File: src/design/lsd_pkg.sv
`default_nettype none

package lsd_pkg;

  // Default geometry of the stack and of the id space.
  localparam int unsigned STACK_DEPTH = 256;
  localparam int unsigned DOC_ID_BITS = 16;

  // Fixed widths of the payload ports.
  localparam int unsigned DOC_ID_W   = 16;
  localparam int unsigned DISTANCE_W = 9;

  typedef enum logic [1:0] {
    LSD_CLEAR,
    LSD_IDLE,
    LSD_LOOK
  } lsd_state_e;

endpackage

`default_nettype wire

File: src/design/lsd_cell.sv
`default_nettype none

module lsd_cell #(
  parameter int unsigned IdBits = lsd_pkg::DOC_ID_BITS
) (
  input  wire logic              clk_i,
  input  wire logic              capture_i,
  input  wire logic [IdBits-1:0] id_i,
  input  wire logic              valid_i,
  input  wire logic              shift_i,
  input  wire logic [IdBits-1:0] prev_i,
  output logic      [IdBits-1:0] entry_o,
  output logic                   match_o
);

  logic [IdBits-1:0] entry_q;
  logic              match_q;

  // Take the neighbor's entry on a shift; latch the compare on capture.
  always_ff @(posedge clk_i) begin
    if (shift_i) begin
      entry_q <= prev_i;
    end
    if (capture_i) begin
      match_q <= valid_i && (entry_q == id_i);
    end
  end

  assign entry_o = entry_q;
  assign match_o = match_q;

endmodule

`default_nettype wire

File: config.mk
export PLATFORM = sky130hd
export DESIGN_NAME = lsd_cell
export DESIGN_NICKNAME = d
export VERILOG_FILES = /design/src/design/lsd_pkg.sv /design/src/design/lsd_cell.sv
export SDC_FILE = /design/constraint.sdc
export NUM_CORES = 1
export LEC_CHECK = 0
export ABC_AREA = 1
export ABC_CLOCK_PERIOD_IN_PS = 1600
export BUFFER_PORTS_ARGS = -buffer_cell sky130_fd_sc_hd__buf_2
export CAP_MARGIN = 0
export CORE_ASPECT_RATIO = 1.1
export CORE_UTILIZATION = 35
export CTS_CLUSTER_SIZE = 14
export DETAILED_ROUTE_END_ITERATION = 10
export MAX_ROUTING_LAYER = met4
export PLACE_DENSITY = 0.68
export SKIP_LAST_GASP = 1
export SLEW_MARGIN = 20
export SYNTH_ARGS = -nofsm -noshare
export SYNTH_HDL_FRONTEND = slang
export SYNTH_SLANG_ARGS = --single-unit
export TNS_END_PERCENT = 50
File: constraint.sdc
create_clock -name clk_i -period 1.6 [get_ports clk_i]
set_input_delay 0.08 -clock clk_i [delete_from_list [all_inputs] [get_ports clk_i]]
set_output_delay 0.08 -clock clk_i [all_outputs]
set_load 0.005 [all_outputs]
==> results of run 1 <==
==> state kept, by name, summed over array words and instances (netlist names) <==
| signal | count |
|---|---|
| match_o | 1 |
| entry_o | 16 |
==> power breakdown <==
part / switching [uW] / internal (uW)
sequential: 21.5 / 529
clock: 140 / 93.0
combinational: 81.0 / 105
==> worst max-delay path by stage <==
stage,start,to,slack [ps]
finish,entry_o[6],match_o,530
global route,entry_o[5],match_o,430
floorplan,entry_o[4],match_o,590
global placement,entry_o[6],match_o,550
CTS,entry_o[9],match_o,520
detailed placement,entry_o[6],match_o,540
==> timing repair <==
item / in CTS / in global routing
endpoints found under the hold margin: 17 / 0
setup endpoints to repair: 0 / 0
hold buffers: 17 / 0
==> cell families after synthesis <==
logic type | Yosys count | share of synthesized area
AO/OA/AOI/OAI | 4 | 0.02807
XOR/XNOR | 3 | 0.03277
buffers and inverters | 19 | 0.08893
flip-flops | 17 | 0.6365
AND/OR/NAND/NOR | 43 | 0.2137
==> per-layer routing <==
metal  global-route usage  routed length [um]
met4               0.1250                  16
met5                    -                   0
met3              0.04828                  89
met1               0.1771                 744
met2               0.3265                1122
==> cells in the final DEF (no fill, tap or decap), types with 2 or more instances in the layout <==
| cell | instances |
|---|---|
| nor2_1 | 9 |
| inv_2 | 2 |
| xor2_1 | 3 |
| clkbuf_4 | 3 |
| inv_1 | 17 |
| nand2_1 | 31 |
| buf_2 | 52 |
| edfxtp_1 | 17 |
| o22ai_1 | 2 |
| dlygate4sd3_1 | 17 |
==> critical path, cell delays in order (launching register included) <==
cell and delay [ps]:
edfxtp_1 410, inv_1 90, nand2_1 50, nand2_1 70, nor2_1 50, nand2_1 50
nor2_1 40, nand2_1 60, nor2_2 30
==> stage by stage <==
step / setup WS (ps) / cell area (um^2) / total power (uW) / hold WS, ps
after global routing: 433.1 / 1295 / 1035 / 204.9
after detailed placement: 535.2 / 1097 / 716.4 / 258.1
final: 528.8 / 1295 / 969.6 / 216.6
after CTS: 519.7 / 1295 / 989.2 / 204.8
after floorplan: 590.8 / 802.0 / 620.3 / 178.9
after global placement: 550.4 / 1097 / 709.0 / 257.0
==> cell type report <==
| cell class | instances | area (um^2) | area share |
|---|---|---|---|
| sequential | 17 | 510.5 | 0.3942 |
| timing repair buffer | 69 | 430.4 | 0.3324 |
| multi-input combinational | 50 | 220.2 | 0.1700 |
| inverter | 19 | 71.32 | 0.05507 |
| tap | 28 | 35.03 | 0.02705 |
| clock buffer | 3 | 22.52 | 0.01739 |
| clock inverter | 1 | 5.005 | 0.003865 |
==> key figures, run 1 <==
Clock network
  – Post-cts sizing count: 0
  – Clock Path Buffers: 2
  – CTS tree: yes
  – CTS buffer count: 3
  – Clk_lat worst skew: 290 ps
  – Setup Fix Bufs, Post-CTS: 0
  – Worst-path clk slew: 110 ps
  – Root Buffer: clkbuf_4
  – TritonCTS Sinks: 17
  – H-tree lvl count: 1

Pwr
  – Peak supply drop: 695.3 uV
  – Pwr per Cell Area: 748.7 nW/um^2
  – Leak: 0.0006795 uW

Critical path
  – Required @ worst endpoint: 1670 ps
  – Reg2Reg Depth: 8
  – Crit path kind: reg -> reg
  – Crit path DAT: 1140 ps
  – Largest fanout on the critical path: 2
  – Crit. End Element: flop
  – Startpoint Class: flop
  – R2r setup slk: 530 ps
  – Critical R2R Capture: match_o
  – Reg2Reg Launch Point: entry_o[6]

Synthesis
  – Largest cells by area after synthesis: edfxtp_1 (64%), nand2_1 (15%), inv_1 (8.0%), nor2_1 (4.2%), xor2_1 (3.3%)
  – Synth top area share: 0.6365
  – Async set or reset register ratio after synthesis: 0
  – Post-synth net total: 122
  – Synth Warn #: 0
  – Flops & latches, synth: 17
  – Synth Instances: 86
  – Sequential fraction of the synthesis area: 0.6365
  – Top post-synthesis cells by count: nand2_1 (31), edfxtp_1 (17), inv_1 (17)
  – Count leader, synth: nand2_1
  – Synth unique cells: 12
  – Synthesized area: 802.0 um^2
  – Synth Area per Inst: 9.326 um^2
  – Post-synth top flop: edfxtp_1
  – Post-synth EDFFs: 17
  – Synth area leader: edfxtp_1

Detailed routing
  – Total Wirelength: 1972 um
  – Routed Antenna Nets: 0
  – Vias post-DR: 777
  – DR WL/cell: 10.55 um
  – Drt via density: 4.155
  – Starting DRT DRC Count: 9
  – Final routed DRC violation total: 0
  – 1st-pass router iterations: 4

Timing
  – Rel. slew slack: 0.7526
  – Final setup violating endpoints: 0
  – Fmax: 933.6 MHz
  – Worst-margin pin slew: 371.2 ps
  – RSZ-0062 raised after global routing: false
  – Min Tclk post-route: 1071 ps
  – Setup TNS Final: 0 ps
  – Fin. max-slew vios: 0
  – Period utilization: 0.6695
  – Clk_skew: 8.225 ps
  – Final hold violation count: 0

Die
  – DIE AREA: 2487 um^2
  – # IOs: 53
  – Die Width: 47.64 um
  – Cell row count: 17
  – Die Span Y: 52.21 um
  – Initial Util: 0.3848
  – CORE AREA: 2085 um^2

Placement
  – DP Wirelength: 1431 um
  – Port Buf Inserts: 52
  – Placed Cells: 166
  – GPL Wtd Cong: 0.6893

Min path
  – Hold wc startpoint: shift_i
  – HP Class: in -> reg
  – WHS Endpoint: entry_o[4]
  – Hold path depth: 1

Finish
  – Layout cells sized above 1: 0.3774
  – Synth-to-layout area growth: 61.47%
  – Cell Count, Final, Fillers Out: 187
  – Diode count: 0
  – Nets: 196
  – Final core area utilization: 0.6212
  – FILL cells: 203

Global route
  – Initial antenna violation count: 0
  – Largest net degree at the start of global routing: 17
  – Grt total ovfl: 0
  – Tot GR Track Use: 0.1892
  – Number of global-route vias before repair: 755
  – First-pass GRT wire length: 2994 um

Run status
  – Status: completed

Flow run
  – Number of max-cap violations: 0
(Power assumes the default switching activity.)
==> inputs of run 2 (changes only) <==
- ABC_CLOCK_PERIOD_IN_PS: 1600 -> 900
- PLACE_DENSITY: 0.68 -> 0.7
- clock period: 1.6 -> 0.9 ns (I/O delays scaled with it)
==> key figures, run 2 (synthesis gave the netlist of run 1 again) <==
Placement
  – Port Buf Inserts: 52 (unchanged)
  – GPL Wtd Cong: 0.7142 (+3.6%)
  – DP Worst Slack: -159.6 ps (-694.8 ps)
  – Placed Cells: 167 (+0.60%)
  – DP Wirelength: 1369 um (-4.3%)

Finish
  – Nets: 198 (+1.0%)
  – Most frequent cells in the layout: buf_2 (50), nand2_1 (31), inv_1 (17), edfxtp_1 (17), dlygate4sd3_1 (17)
  – Diode count: 0 (unchanged)
  – Commonest non-fill, non-tap cell in the layout: buf_2
  – Synth-to-layout area growth: 65.21%
  – Cell Count, Final, Fillers Out: 189 (+1.1%)
  – Layout cells sized above 1: 0.3789 (+0.001523)
  – FILL cells: 193 (-4.9%)
  – Max reg flops: 16 (unchanged)

Pwr
  – Internal: 1317 uW (+81%)
  – P_sw: 428.7 uW (+77%)
  – Peak supply drop: 1046 uV (+50%)
  – Logic gate share of total power: 0.202 (+0.010)
  – Pwr Total: 1746 uW (+80%)
  – Pwr per Cell Area: 1318 nW/um^2 (+76%)
  – Leak: 0.0006921 uW (+1.9%)
  – Clk pwr share: 0.238 (-0.003)
  – Sw frac: 0.2455 (-0.004731)
  – Sequential Power Share: 0.561 (-0.006)

Die
  – CORE AREA: 2085 um^2 (unchanged)
  – Die Width: 47.64 um (unchanged)
  – Die Span Y: 52.21 um (unchanged)
  – Cell row count: 17 (unchanged)
  – DIE AREA: 2487 um^2 (unchanged)
  – # IOs: 53 (unchanged)
  – Initial Util: 0.3848 (unchanged)

Global route
  – First-pass GRT wire length: 2911 um (-2.8%)
  – Tot GR Track Use: 0.1801 (-0.009093)
  – Number of global-route vias before repair: 753 (-0.26%)
  – Grt total ovfl: 0 (unchanged)
  – Initial antenna violation count: 0 (unchanged)
  – Largest net degree at the start of global routing: 17 (unchanged)

Detailed routing
  – Vias post-DR: 785 (+1.0%)
  – Total Wirelength: 1971 um (about the same)
  – 1st-pass router iterations: 4 (unchanged)
  – Final routed DRC violation total: 0 (unchanged)
  – Starting DRT DRC Count: 4 (-5)
  – Drt via density: 4.153 (about the same)
  – Routed Antenna Nets: 0 (unchanged)
  – DR WL/cell: 10.43 um (-1.1%)

Min path
  – HP Class: in -> reg
  – WHS Endpoint: entry_o[0]
  – Hold path depth: 1 (unchanged)
  – Hold wc startpoint: shift_i

Clock network
  – Clock Path Buffers: 2 (unchanged)
  – Root Buffer: clkbuf_4
  – CTS tree: yes
  – Clk_lat worst skew: 290 ps (about the same)
  – Worst-path clk slew: 100 ps (about the same)
  – H-tree lvl count: 1 (unchanged)
  – CTS buffer count: 3 (unchanged)
  – TritonCTS Sinks: 17 (unchanged)

Critical path
  – Crit-path cells: inv_2, nand2_1, nand2_1, nor2_1, nand2_1, nor2_1, nand2_1, nor2_2
  – R2r setup slk: -170 ps (-700 ps)
  – Slowest cell delay on critical path: 440 ps (+30 ps)
  – Required @ worst endpoint: 960 ps (-710 ps)
  – Largest fanout on the critical path: 2 (unchanged)
  – Crit path kind: reg -> reg
  – Reg2Reg Depth: 8 (unchanged)
  – Crit path DAT: 1140 ps (about the same)
  – CP dominant cell by count: nand2_1
  – Critical R2R Capture: match_o
  – Crit. End Element: flop
  – Critical-path top delay cell: edfxtp_1
  – Startpoint Class: flop
  – Reg2Reg Launch Point: entry_o[13]

Timing
  – RSZ-0062 raised after global routing: true
  – Hold_ws: 177.9 ps (-38.68 ps)
  – Setup TNS Final: -478.3 ps (-478.3 ps)
  – Worst-margin pin slew: 360.7 ps (-10.51 ps)
  – Rel. slew slack: 0.7596 (+0.007008)
  – Final hold violation count: 0 (unchanged)
  – Min Tclk post-route: 1073 ps (+1.428 ps)
  – Fmax: 932.3 MHz (-0.13%)
  – Setup ws final: -172.6 ps (-701.4 ps)
  – Fin. max-slew vios: 0 (unchanged)
  – Clk_skew: 0.8059 ps (-7.419 ps)
  – Period utilization: 1.192 (+0.5223)
  – Final setup violating endpoints: 14 (+14)

Run status
  – Status: finished with violations
  – Failing checks: negative setup slack

Flow run
  – Number of max-cap violations: 0 (unchanged)
-- run 2: worst max path at each step --
stage | endpoint | from | slack [ps]
floorplan | match_o | entry_o[6] | -100
global route | match_o | entry_o[9] | -270
global placement | match_o | entry_o[6] | -140
detailed placement | match_o | entry_o[11] | -160
CTS | match_o | entry_o[11] | -160
finish | match_o | entry_o[13] | -170
-- run 2: per-layer routing --
layer	vias to the layer above	track usage	wire [um]
met1	337	0.1599	758
met5	-	-	0
li1	414	-	-
met4	0	0.1204	47
met3	6	0.03448	95
met2	28	0.3265	1070
-- run 2: critical path, delay by kind of cell (launching register included) --
kind	cells	cell delay [ps]
buffers and inverters	1	80
flip-flops	1	440
AND/OR/NAND/NOR	7	330
-- run 2: what timing repair did --
item | in CTS | in global routing
setup buffers | 1 | 0
gates resized for setup | 2 | 1
hold buffers | 17 | 0
setup endpoints to repair | 14 | 18
pin swaps | 7 | 3
hold endpoints to repair | 17 | 0
-- run 2: area by class of cell --
type	instances	area (um^2)	area share
Clock buffer	4	26.28	0.01983
Inverter	19	71.32	0.05382
Multi-Input combinational cell	50	220.2	0.1662
Sequential cell	17	510.5	0.3853
Tap cell	28	35.03	0.02644
Timing Repair Buffer	71	461.7	0.3484
-- run 2: metrics by stage --
stage               utilization  cell area (um^2)
floorplan                     -             802.0
global placement         0.5300              1105
detailed placement       0.5300              1105
CTS                      0.6339              1321
global route             0.6357              1325
finish                   0.6357              1325
-- run 2: power groups by stage --
stage / clock network [uW] / registers, uW / logic, uW
finish: 415 / 979 / 352
global route: 453 / 989 / 396
CTS: 423 / 978 / 350
detailed placement: 0 / 997 / 279
global placement: 0 / 991 / 274
floorplan: 0 / 1000 / 102
