### config.mk
export PLATFORM = sky130hd
export DESIGN_NAME = lsd_hit_scan
export DESIGN_NICKNAME = d
export VERILOG_FILES = /design/src/design/lsd_pkg.sv /design/src/design/lsd_hit_scan.sv
export SDC_FILE = /design/constraint.sdc
export NUM_CORES = 1
export LEC_CHECK = 0
export ABC_AREA = 1
export BUFFER_PORTS_ARGS = -buffer_cell sky130_fd_sc_hd__buf_2
export CAP_MARGIN = 10
export CORE_AREA = 2 2 205 207
export DETAILED_ROUTE_END_ITERATION = 7
export DIE_AREA = 0 0 207 209
export PLACE_DENSITY = 0.51
export SYNTH_ARGS = -nofsm -noshare
export SYNTH_HDL_FRONTEND = slang
export SYNTH_SLANG_ARGS = --single-unit
### constraint.sdc
create_clock -name vclk -period 3.61
set_input_delay 0.5415 -clock vclk [all_inputs]
set_output_delay 0.5415 -clock vclk [all_outputs]
set_load 0.005 [all_outputs]
### src/design/lsd_pkg.sv
`default_nettype none

package lsd_pkg;

  // Default geometry of the stack and of the id space.
  localparam int unsigned STACK_DEPTH = 256;
  localparam int unsigned DOC_ID_BITS = 16;

  // Fixed widths of the payload ports.
  localparam int unsigned DOC_ID_W   = 16;
  localparam int unsigned DISTANCE_W = 9;

  typedef enum logic [1:0] {
    LSD_CLEAR,
    LSD_IDLE,
    LSD_LOOK
  } lsd_state_e;

endpackage

`default_nettype wire

### src/design/lsd_hit_scan.sv
`default_nettype none

module lsd_hit_scan #(
  parameter int unsigned StackDepth = lsd_pkg::STACK_DEPTH
) (
  input  wire logic [StackDepth-1:0]         match_i,
  output logic                               hit_o,
  output logic      [$clog2(StackDepth)-1:0] pos_o,
  output logic      [StackDepth-1:0]         before_o
);

  localparam int unsigned Levels = $clog2(StackDepth);
  localparam int unsigned PosW   = $clog2(StackDepth);

  logic [StackDepth-1:0] lvl [Levels+1];

  // Parallel prefix OR: lvl[Levels][k] is set when any cell 0..k matched.
  always_comb begin
    lvl[0] = match_i;
    for (int l = 0; l < Levels; l++) begin
      for (int k = 0; k < StackDepth; k++) begin
        if (k >= (1 << l)) begin
          lvl[l+1][k] = lvl[l][k] | lvl[l][k - (1 << l)];
        end else begin
          lvl[l+1][k] = lvl[l][k];
        end
      end
    end
  end

  always_comb begin
    before_o[0] = 1'b0;
    for (int k = 1; k < StackDepth; k++) begin
      before_o[k] = lvl[Levels][k-1];
    end
  end

  assign hit_o = lvl[Levels][StackDepth-1];

  // Ids in the stack are distinct, so at most one match: encode by OR.
  always_comb begin
    pos_o = '0;
    for (int k = 0; k < StackDepth; k++) begin
      if (match_i[k]) begin
        pos_o = pos_o | PosW'(k);
      end
    end
  end

endmodule

`default_nettype wire

==> results.toml, run 1 <==
[global_routing]
grt_max_degree = 6
grt_pass1_vias = 15135
antenna_found_initial = 20
gr-total-overflow = 0
grt_pass1_wl_um = 99860
grtUsageTotal = 0.3115

[place]
placed_cells = 3166
place_area_um2 = 11510
hpwlAfterDp_um = 66620
gp_congestion = 1.077
port_buffers = 520

[setup_path]
path_max_fanout = 3
required_ns = 3.07
critPathArrivalTime_ns = 2.55
end_kind = "primary output"
crit_path_start = "match_i[128]"
start_kind = "input port"
crit_type = "input port to primary output"
critPathCapture = "before_o[221]"

[floorplan]
die_w_um = 207
fp.dieH_um = 209
core_area_um2 = 41290
initial_utilization = 0.1988
io_pins = 521
fp.dieArea_um2 = 43260
rows = 75

[timing]
hold_viol = 0
rsz0062_at_grt = "false"
relSlewSlack = 0.5078
tns_ns = 0
slew_violations = 0
max_freq_mhz = 323.1
setup-violations-final = 0
post-route-period-util = 0.8573
post-route-min-period_ns = 3.095
tightest_slew_ns = 0.7327

[status]
status = "finished, final reports clean"

[clocking]
cts-resized-gates = 0
post_cts_buffers = 0
postCtsHoldBufs = 0

[pwr]
combinationalPowerShare = 1.000
p_sw_frac = 0.6976
clkPwrFrac = 0
p_int_mw = 0.1704
seqPwrFrac = 0
powerDensity_nw_per_um2 = 48.77
p_leak_nw = 3.504
p_switching_mw = 0.3931
peakVddDrop_mv = 0.02272

[yosys]
synthCells = 2104
yosys_warnings = 0
syn-num-nets = 2360
syn_area_per_cell_um2 = 3.901
seq_area_frac_synth = 0
yosysUniqueCellTypes = 15
synth.cell_area_um2 = 8208

[detailed_routing]
drc = 0
num_vias = 15169
drtAntennaViolNets = 0
dr.pass1.iters = 5
routed_wl_um = 70900
drt-initial-drc-count = 1266
vias_per_cell = 4.764
avgRoutedWirePerCell_um = 22.27

[final_layout]
area_delta_synth_final_pct = 40.75
layout.clock_buffers = 0
instances_no_fill = 3184
fin_util = 0.2798
final_cell_area_um2 = 11550
nFlopsAndLatches = 0
ff_latch_area_um2 = 0
drive_above_1_share = 0.2193
fin_nets = 2885

[flow_run]
cap_violations = 0

[worst_hold_path]
hold_path.class = "input port to primary output"
## layout make-up
class                      instances  area (um^2)
fill                            5373        29740
multi-input combinational       1926         7532
timing repair buffer             525         2640
tap                              539        674.4
inverter                         176        660.6
antenna                           18        45.04
## cell usage after synthesis
master | n | area [um^2]
nand2_2 | 17 | 106.4
nand4_1 | 39 | 244.0
nand2_4 | 1 | 11.26
nor2_2 | 22 | 137.6
buf_4 | 2 | 15.01
conb_1 | 1 | 3.750
nor2_1 | 967 | 3630
and2_1 | 1 | 6.260
nand3b_1 | 1 | 7.510
nand2_1 | 847 | 3179
inv_1 | 174 | 653.1
nand3_1 | 9 | 45.04
nor3_1 | 12 | 60.06
nor2_4 | 9 | 101.4
inv_2 | 2 | 7.510
## per-stage QoR
step           hold slack, ns  setup WS, ns  total power [mW]
3_3_place_gp            1.328        0.4519            0.5485
2_1_floorplan           1.162         1.546            0.1853
6_report                1.330        0.5153            0.5635
4_1_cts                 1.335        0.4659            0.5482
3_5_place_dp            1.335        0.4738            0.5462
5_1_grt                 1.349        0.3667            0.5962
## worst min-delay path by stage
stage          slack [ns]        from  cells after the start     endpoint
2_1_floorplan        1.16  match_i[0]                      2  before_o[2]
3_3_place_gp         1.33  match_i[0]                      2  before_o[1]
3_5_place_dp         1.34  match_i[0]                      2  before_o[1]
4_1_cts              1.34  match_i[0]                      2  before_o[1]
5_1_grt              1.35  match_i[0]                      2  before_o[1]
6_report             1.33  match_i[0]                      2  before_o[1]
## power by group through the flow
stage                     logic (mW)  clock network [mW]  registers (mW)
after global placement         0.548                   0               0
after detailed placement       0.546                   0               0
after CTS                      0.548                   0               0
after global routing           0.596         0.000000519               0
final                          0.563         0.000000668               0
after floorplan                0.185                   0               0
## worst max-delay path: stages
cell and delay [ns]:
buf_2 0.17, nor2_1 0.37, nand2_1 0.29, nor2_1 0.21
nand2_1 0.12, nor2_1 0.27, nand2_1 0.09, nor2_1 0.27
nand2_1 0.08, buf_2 0.13
## layer usage
layer,routed length (um),global-route usage
met2,33900,0.5540
met3,4465,0.03532
met4,2911,0.1091
met5,44,0
met1,29580,0.3872
## placed cells by master, fill, tap and decap left out, types with 2 or more instances in the layout
cell type | synthesis | routed
nand3_1 | 9 | 9
buf_2 | 0 | 520
nand2_2 | 17 | 17
nand2_1 | 847 | 847
nor2_4 | 9 | 9
inv_2 | 2 | 2
inv_1 | 174 | 174
nand4_1 | 39 | 39
nor3_1 | 12 | 12
nor2_2 | 22 | 22
buf_4 | 2 | 5
nor2_1 | 967 | 967
diode_2 | 0 | 18
## cells by family after synthesis
| group | Yosys count | synth area share |
|---|---|---|
| buffers and inverters | 178 | 0.08232 |
| other | 1 | 0.0004569 |
| AND/OR/NAND/NOR | 1925 | 0.9172 |
Note: power is estimated with default switching activity, not from simulation.
==> run 2: changes to the inputs <==
==> constraint.sdc (replaced) <==
create_clock -name vclk -period 3.61
set_input_delay 0.361 -clock vclk [all_inputs]
set_output_delay 0.361 -clock vclk [all_outputs]
set_load 0.005 [all_outputs]
==> run 2 against run 1 <==
Net effect:
- routed wire length about the same
- die area unchanged
- via count is 0.59% higher
- cell area shrank 0.30%
- combinational power about the same
- critical path depth stayed put
==> results.toml, run 2 (synthesis gave the netlist of run 1 again) <==
[status]
status = "finished, final reports clean"

[detailed_routing]
vias_per_cell = 4.804
drtAntennaViolNets = 0
drt-initial-drc-count = 1189
dr.pass1.iters = 5
avgRoutedWirePerCell_um = 22.34
num_vias = 15259
routed_wl_um = 70950
drc = 0

[pwr]
peakVddDrop_mv = 0.02063
p_leak_nw = 3.488
powerDensity_nw_per_um2 = 48.59

[place]
gp_congestion = 1.071
place_ws_ns = 0.8198
hpwlAfterDp_um = 66550
placed_cells = 3163
port_buffers = 520

[global_routing]
grt_pass1_wl_um = 99330
grt_pass1_vias = 14998
gr-total-overflow = 0
grt_max_degree = 6
grtUsageTotal = 0.3102
antenna_found_initial = 14

[final_layout]
area_delta_synth_final_pct = 40.32
nFlopsAndLatches = 0
instances_no_fill = 3176
layout.clock_buffers = 0
ff_latch_area_um2 = 0
fin_nets = 2882
fin_util = 0.2789
drive_above_1_share = 0.2184
final_common_cell = "nor2_1"
final_cell_mix = "nor2_1, nand2_1, buf_2"

[timing]
setup-violations-final = 0
slew_violations = 0
tightest_slew_ns = 0.7037
worst_slack_ns = 0.8456
relSlewSlack = 0.5273
post-route-period-util = 0.7658
max_freq_mhz = 361.7
post-route-min-period_ns = 2.764
rsz0062_at_grt = "false"
tns_ns = 0
hold_viol = 0

[floorplan]
fp.dieH_um = 209
initial_utilization = 0.1988
io_pins = 521
rows = 75
core_area_um2 = 41290
fp.dieArea_um2 = 43260
die_w_um = 207

[flow_run]
cap_violations = 0

[setup_path]
crit_type = "input port to primary output"
end_kind = "primary output"
required_ns = 3.25
critPathArrivalTime_ns = 2.40
path_max_fanout = 3
start_kind = "input port"

[clocking]
post_cts_buffers = 0
cts-resized-gates = 0
postCtsHoldBufs = 0

[worst_hold_path]
hold_path.class = "input port to primary output"
-- run 2: cell types whose count changed in the layout (fill, tap and decap cells not counted) --
cell | previous run | this run
diode_2 | 18 | 13
buf_4 | 5 | 2
-- run 2: metrics by stage --
stage	hold slack [ns]	power, mW	instance area [um^2]
4_1_cts	0.9657	0.5439	11480
3_5_place_dp	0.9657	0.5419	11480
2_1_floorplan	0.8010	0.1853	8208
3_3_place_gp	0.9659	0.5441	11480
5_1_grt	0.9718	0.5920	11510
6_report	0.9692	0.5596	11520
-- run 2: power breakdown --
| part | switching [mW] | internal (mW) |
|---|---|---|
| clock network | 0 | 0.000000482 |
| logic | 0.391 | 0.168 |
| registers | 0 | 0 |
-- run 2: path summary, 6_finish.rpt --
kind / from / end / cells after the start
hold / removal: match_i[0] / before_o[1] / 2
setup / recovery: match_i[128] / before_o[221] / 10
-- run 2: layer usage --
metal / GRT usage / part of all wire
met1: 0.3823 / 0.41
met2: 0.5545 / 0.48
met3: 0.04313 / 0.069
met4: 0.09852 / 0.036
met5: 0 / 0.00048
-- run 2: area by class of cell --
class,count,area (um^2)
Inverter,176,660.6
Multi-Input combinational cell,1926,7532
Timing Repair Buffer,522,2618
Antenna cell,13,32.53
Tap cell,539,674.4
Fill cell,5294,29770
-- run 2: worst max-delay path: stages --
cell	delay, ns
buf_2	0.17
nor2_1	0.38
nand2_1	0.30
nor2_1	0.21
nand2_1	0.14
nor2_1	0.25
nand2_1	0.09
nor2_1	0.27
nand2_1	0.08
buf_2	0.13
==> run 3: changes to the inputs <==
PLACE_DENSITY = 0.52   (was 0.51)
clock period = 2.2 ns   (was 3.61 ns; I/O delays follow)
==> run 3 against run 2 <==
Net effect:
- critical path type unchanged
- global-route usage up 0.12 points
- via count up 2.9%
- non-clock buffer count up 231
- core utilization up 4.6 points
- critical path depth unchanged
- count of clock-buffer cells in the layout unchanged
- cell area up 16%
- critical endpoint is now before_o[249]
- setup slack worse by 0.80 ns
- die area unchanged
- hold slack worse by 0.28 ns
==> results.toml, run 3 (synthesis gave the netlist of run 1 again) <==
[timing]
post-route-period-util = 0.9776
max_freq_mhz = 465.0
slew_violations = 0
hold_viol = 0
setup-violations-final = 0
rsz0062_at_grt = "true"
post-route-min-period_ns = 2.151
tns_ns = 0

[final_layout]
fill_cells = 5220
ff_latch_area_um2 = 0
drive_above_1_share = 0.2984
final_cell_area_um2 = 13410
final_common_cell = "nor2_1"
final_cell_mix = "nor2_1, nand2_1, buf_2"
area_delta_synth_final_pct = 63.40
layout.clock_buffers = 0
nFlopsAndLatches = 0
fin_nets = 3113

[global_routing]
grt_pass1_wl_um = 100400
grtUsageTotal = 0.3114
grt_max_degree = 6
gr-total-overflow = 0
antenna_found_initial = 16
grt_pass1_vias = 15557

[place]
port_buffers = 520
place_area_um2 = 13220
gp_congestion = 1.032
hpwlAfterDp_um = 66840

[setup_path]
max_stage_delay_ns = 0.30
start_kind = "input port"
required_ns = 1.98
cpMaxStageDelayCell = "nor2_1"
crit_type = "input port to primary output"
path_buf_inv = 2
crit_chain = "buf_2, nor2_1, nand2_1, nor2_1, nand2_1, nor2_1, nand2_1, nor2_2, nand2_1, buf_2"
cp_top_family = "simple AND/OR/NAND/NOR gates"
crit_cells = 10
path_max_fanout = 5
crit_top_cell = "nand2_1"
critPathArrivalTime_ns = 1.93
end_kind = "primary output"

[detailed_routing]
vias_per_cell = 4.607
drt-initial-drc-count = 1214
dr.pass1.iters = 7
num_vias = 15700
avgRoutedWirePerCell_um = 20.91
routed_wl_um = 71260
drtAntennaViolNets = 0
drc = 0

[pwr]
total_power_mw = 1.088
p_leak_nw = 4.655
powerDensity_nw_per_um2 = 81.10
peakVddDrop_mv = 0.03879

[worst_hold_path]
hold_path.class = "input port to primary output"
holdPathStages = 2

[floorplan]
fp.dieH_um = 209
io_pins = 521
core_area_um2 = 41290
initial_utilization = 0.1988
die_w_um = 207
fp.dieArea_um2 = 43260
rows = 75

[flow_run]
cap_violations = 0

[status]
status = "finished, final reports clean"
==> run 3: changes by cell type in the layout (fill, tap and decap cells not counted), sizes merged <==
cell,delta
buf,+231
diode,+1
==> run 3: what timing repair did <==
action	4_1_cts	5_1_grt
hold buffers	0	0
resized for setup	3	50
endpoints found under the setup margin	11	93
pin swaps	0	1
buffers inserted	0	1
==> run 3: layout make-up <==
| type | count | area, um^2 | share of cell area |
|---|---|---|---|
| multi-input cells | 1926 | 7677 | 0.5724 |
| repair buffers | 753 | 4364 | 0.3254 |
| well taps | 539 | 674.4 | 0.05028 |
| inverters | 176 | 660.6 | 0.04926 |
| diodes | 14 | 35.03 | 0.002612 |
==> run 3: worst paths after layout <==
| check | to | slack, ns | start |
|---|---|---|---|
| hold / removal | before_o[1] | 0.69 | match_i[0] |
| setup / recovery | before_o[249] | 0.05 | match_i[37] |
==> run 3: metal layers <==
metal  part of all wire  vias up  global-route usage  routed length (um)
met3              0.067      107             0.03817                4760
met5            0.00048        -                   0                  34
met2               0.48      678              0.5517               34000
met4              0.039        6              0.1054                2792
met1               0.42     7122              0.3883               29670
li1                   -     7787                   -                   -
==> run 3: stage by stage <==
step	instances	setup slack [ns]	utilization	hold WS (ns)
floorplan	2104	0.7792	-	0.5190
global placement	3393	-0.06389	0.3203	0.6920
detailed placement	3393	-0.05334	0.3203	0.6884
CTS	3393	0.002731	0.3205	0.6880
global route	3404	0.001788	0.3246	0.7025
finish	3408	0.04931	0.3248	0.6907
==> run 3: report_power, final <==
part	switching (mW)	internal [mW]	total (mW)
Sequential	0	0	0
Clock	0	0.000000852	0.000000852
Combinational	0.684	0.404	1.09
Total	0.684	0.404	1.09
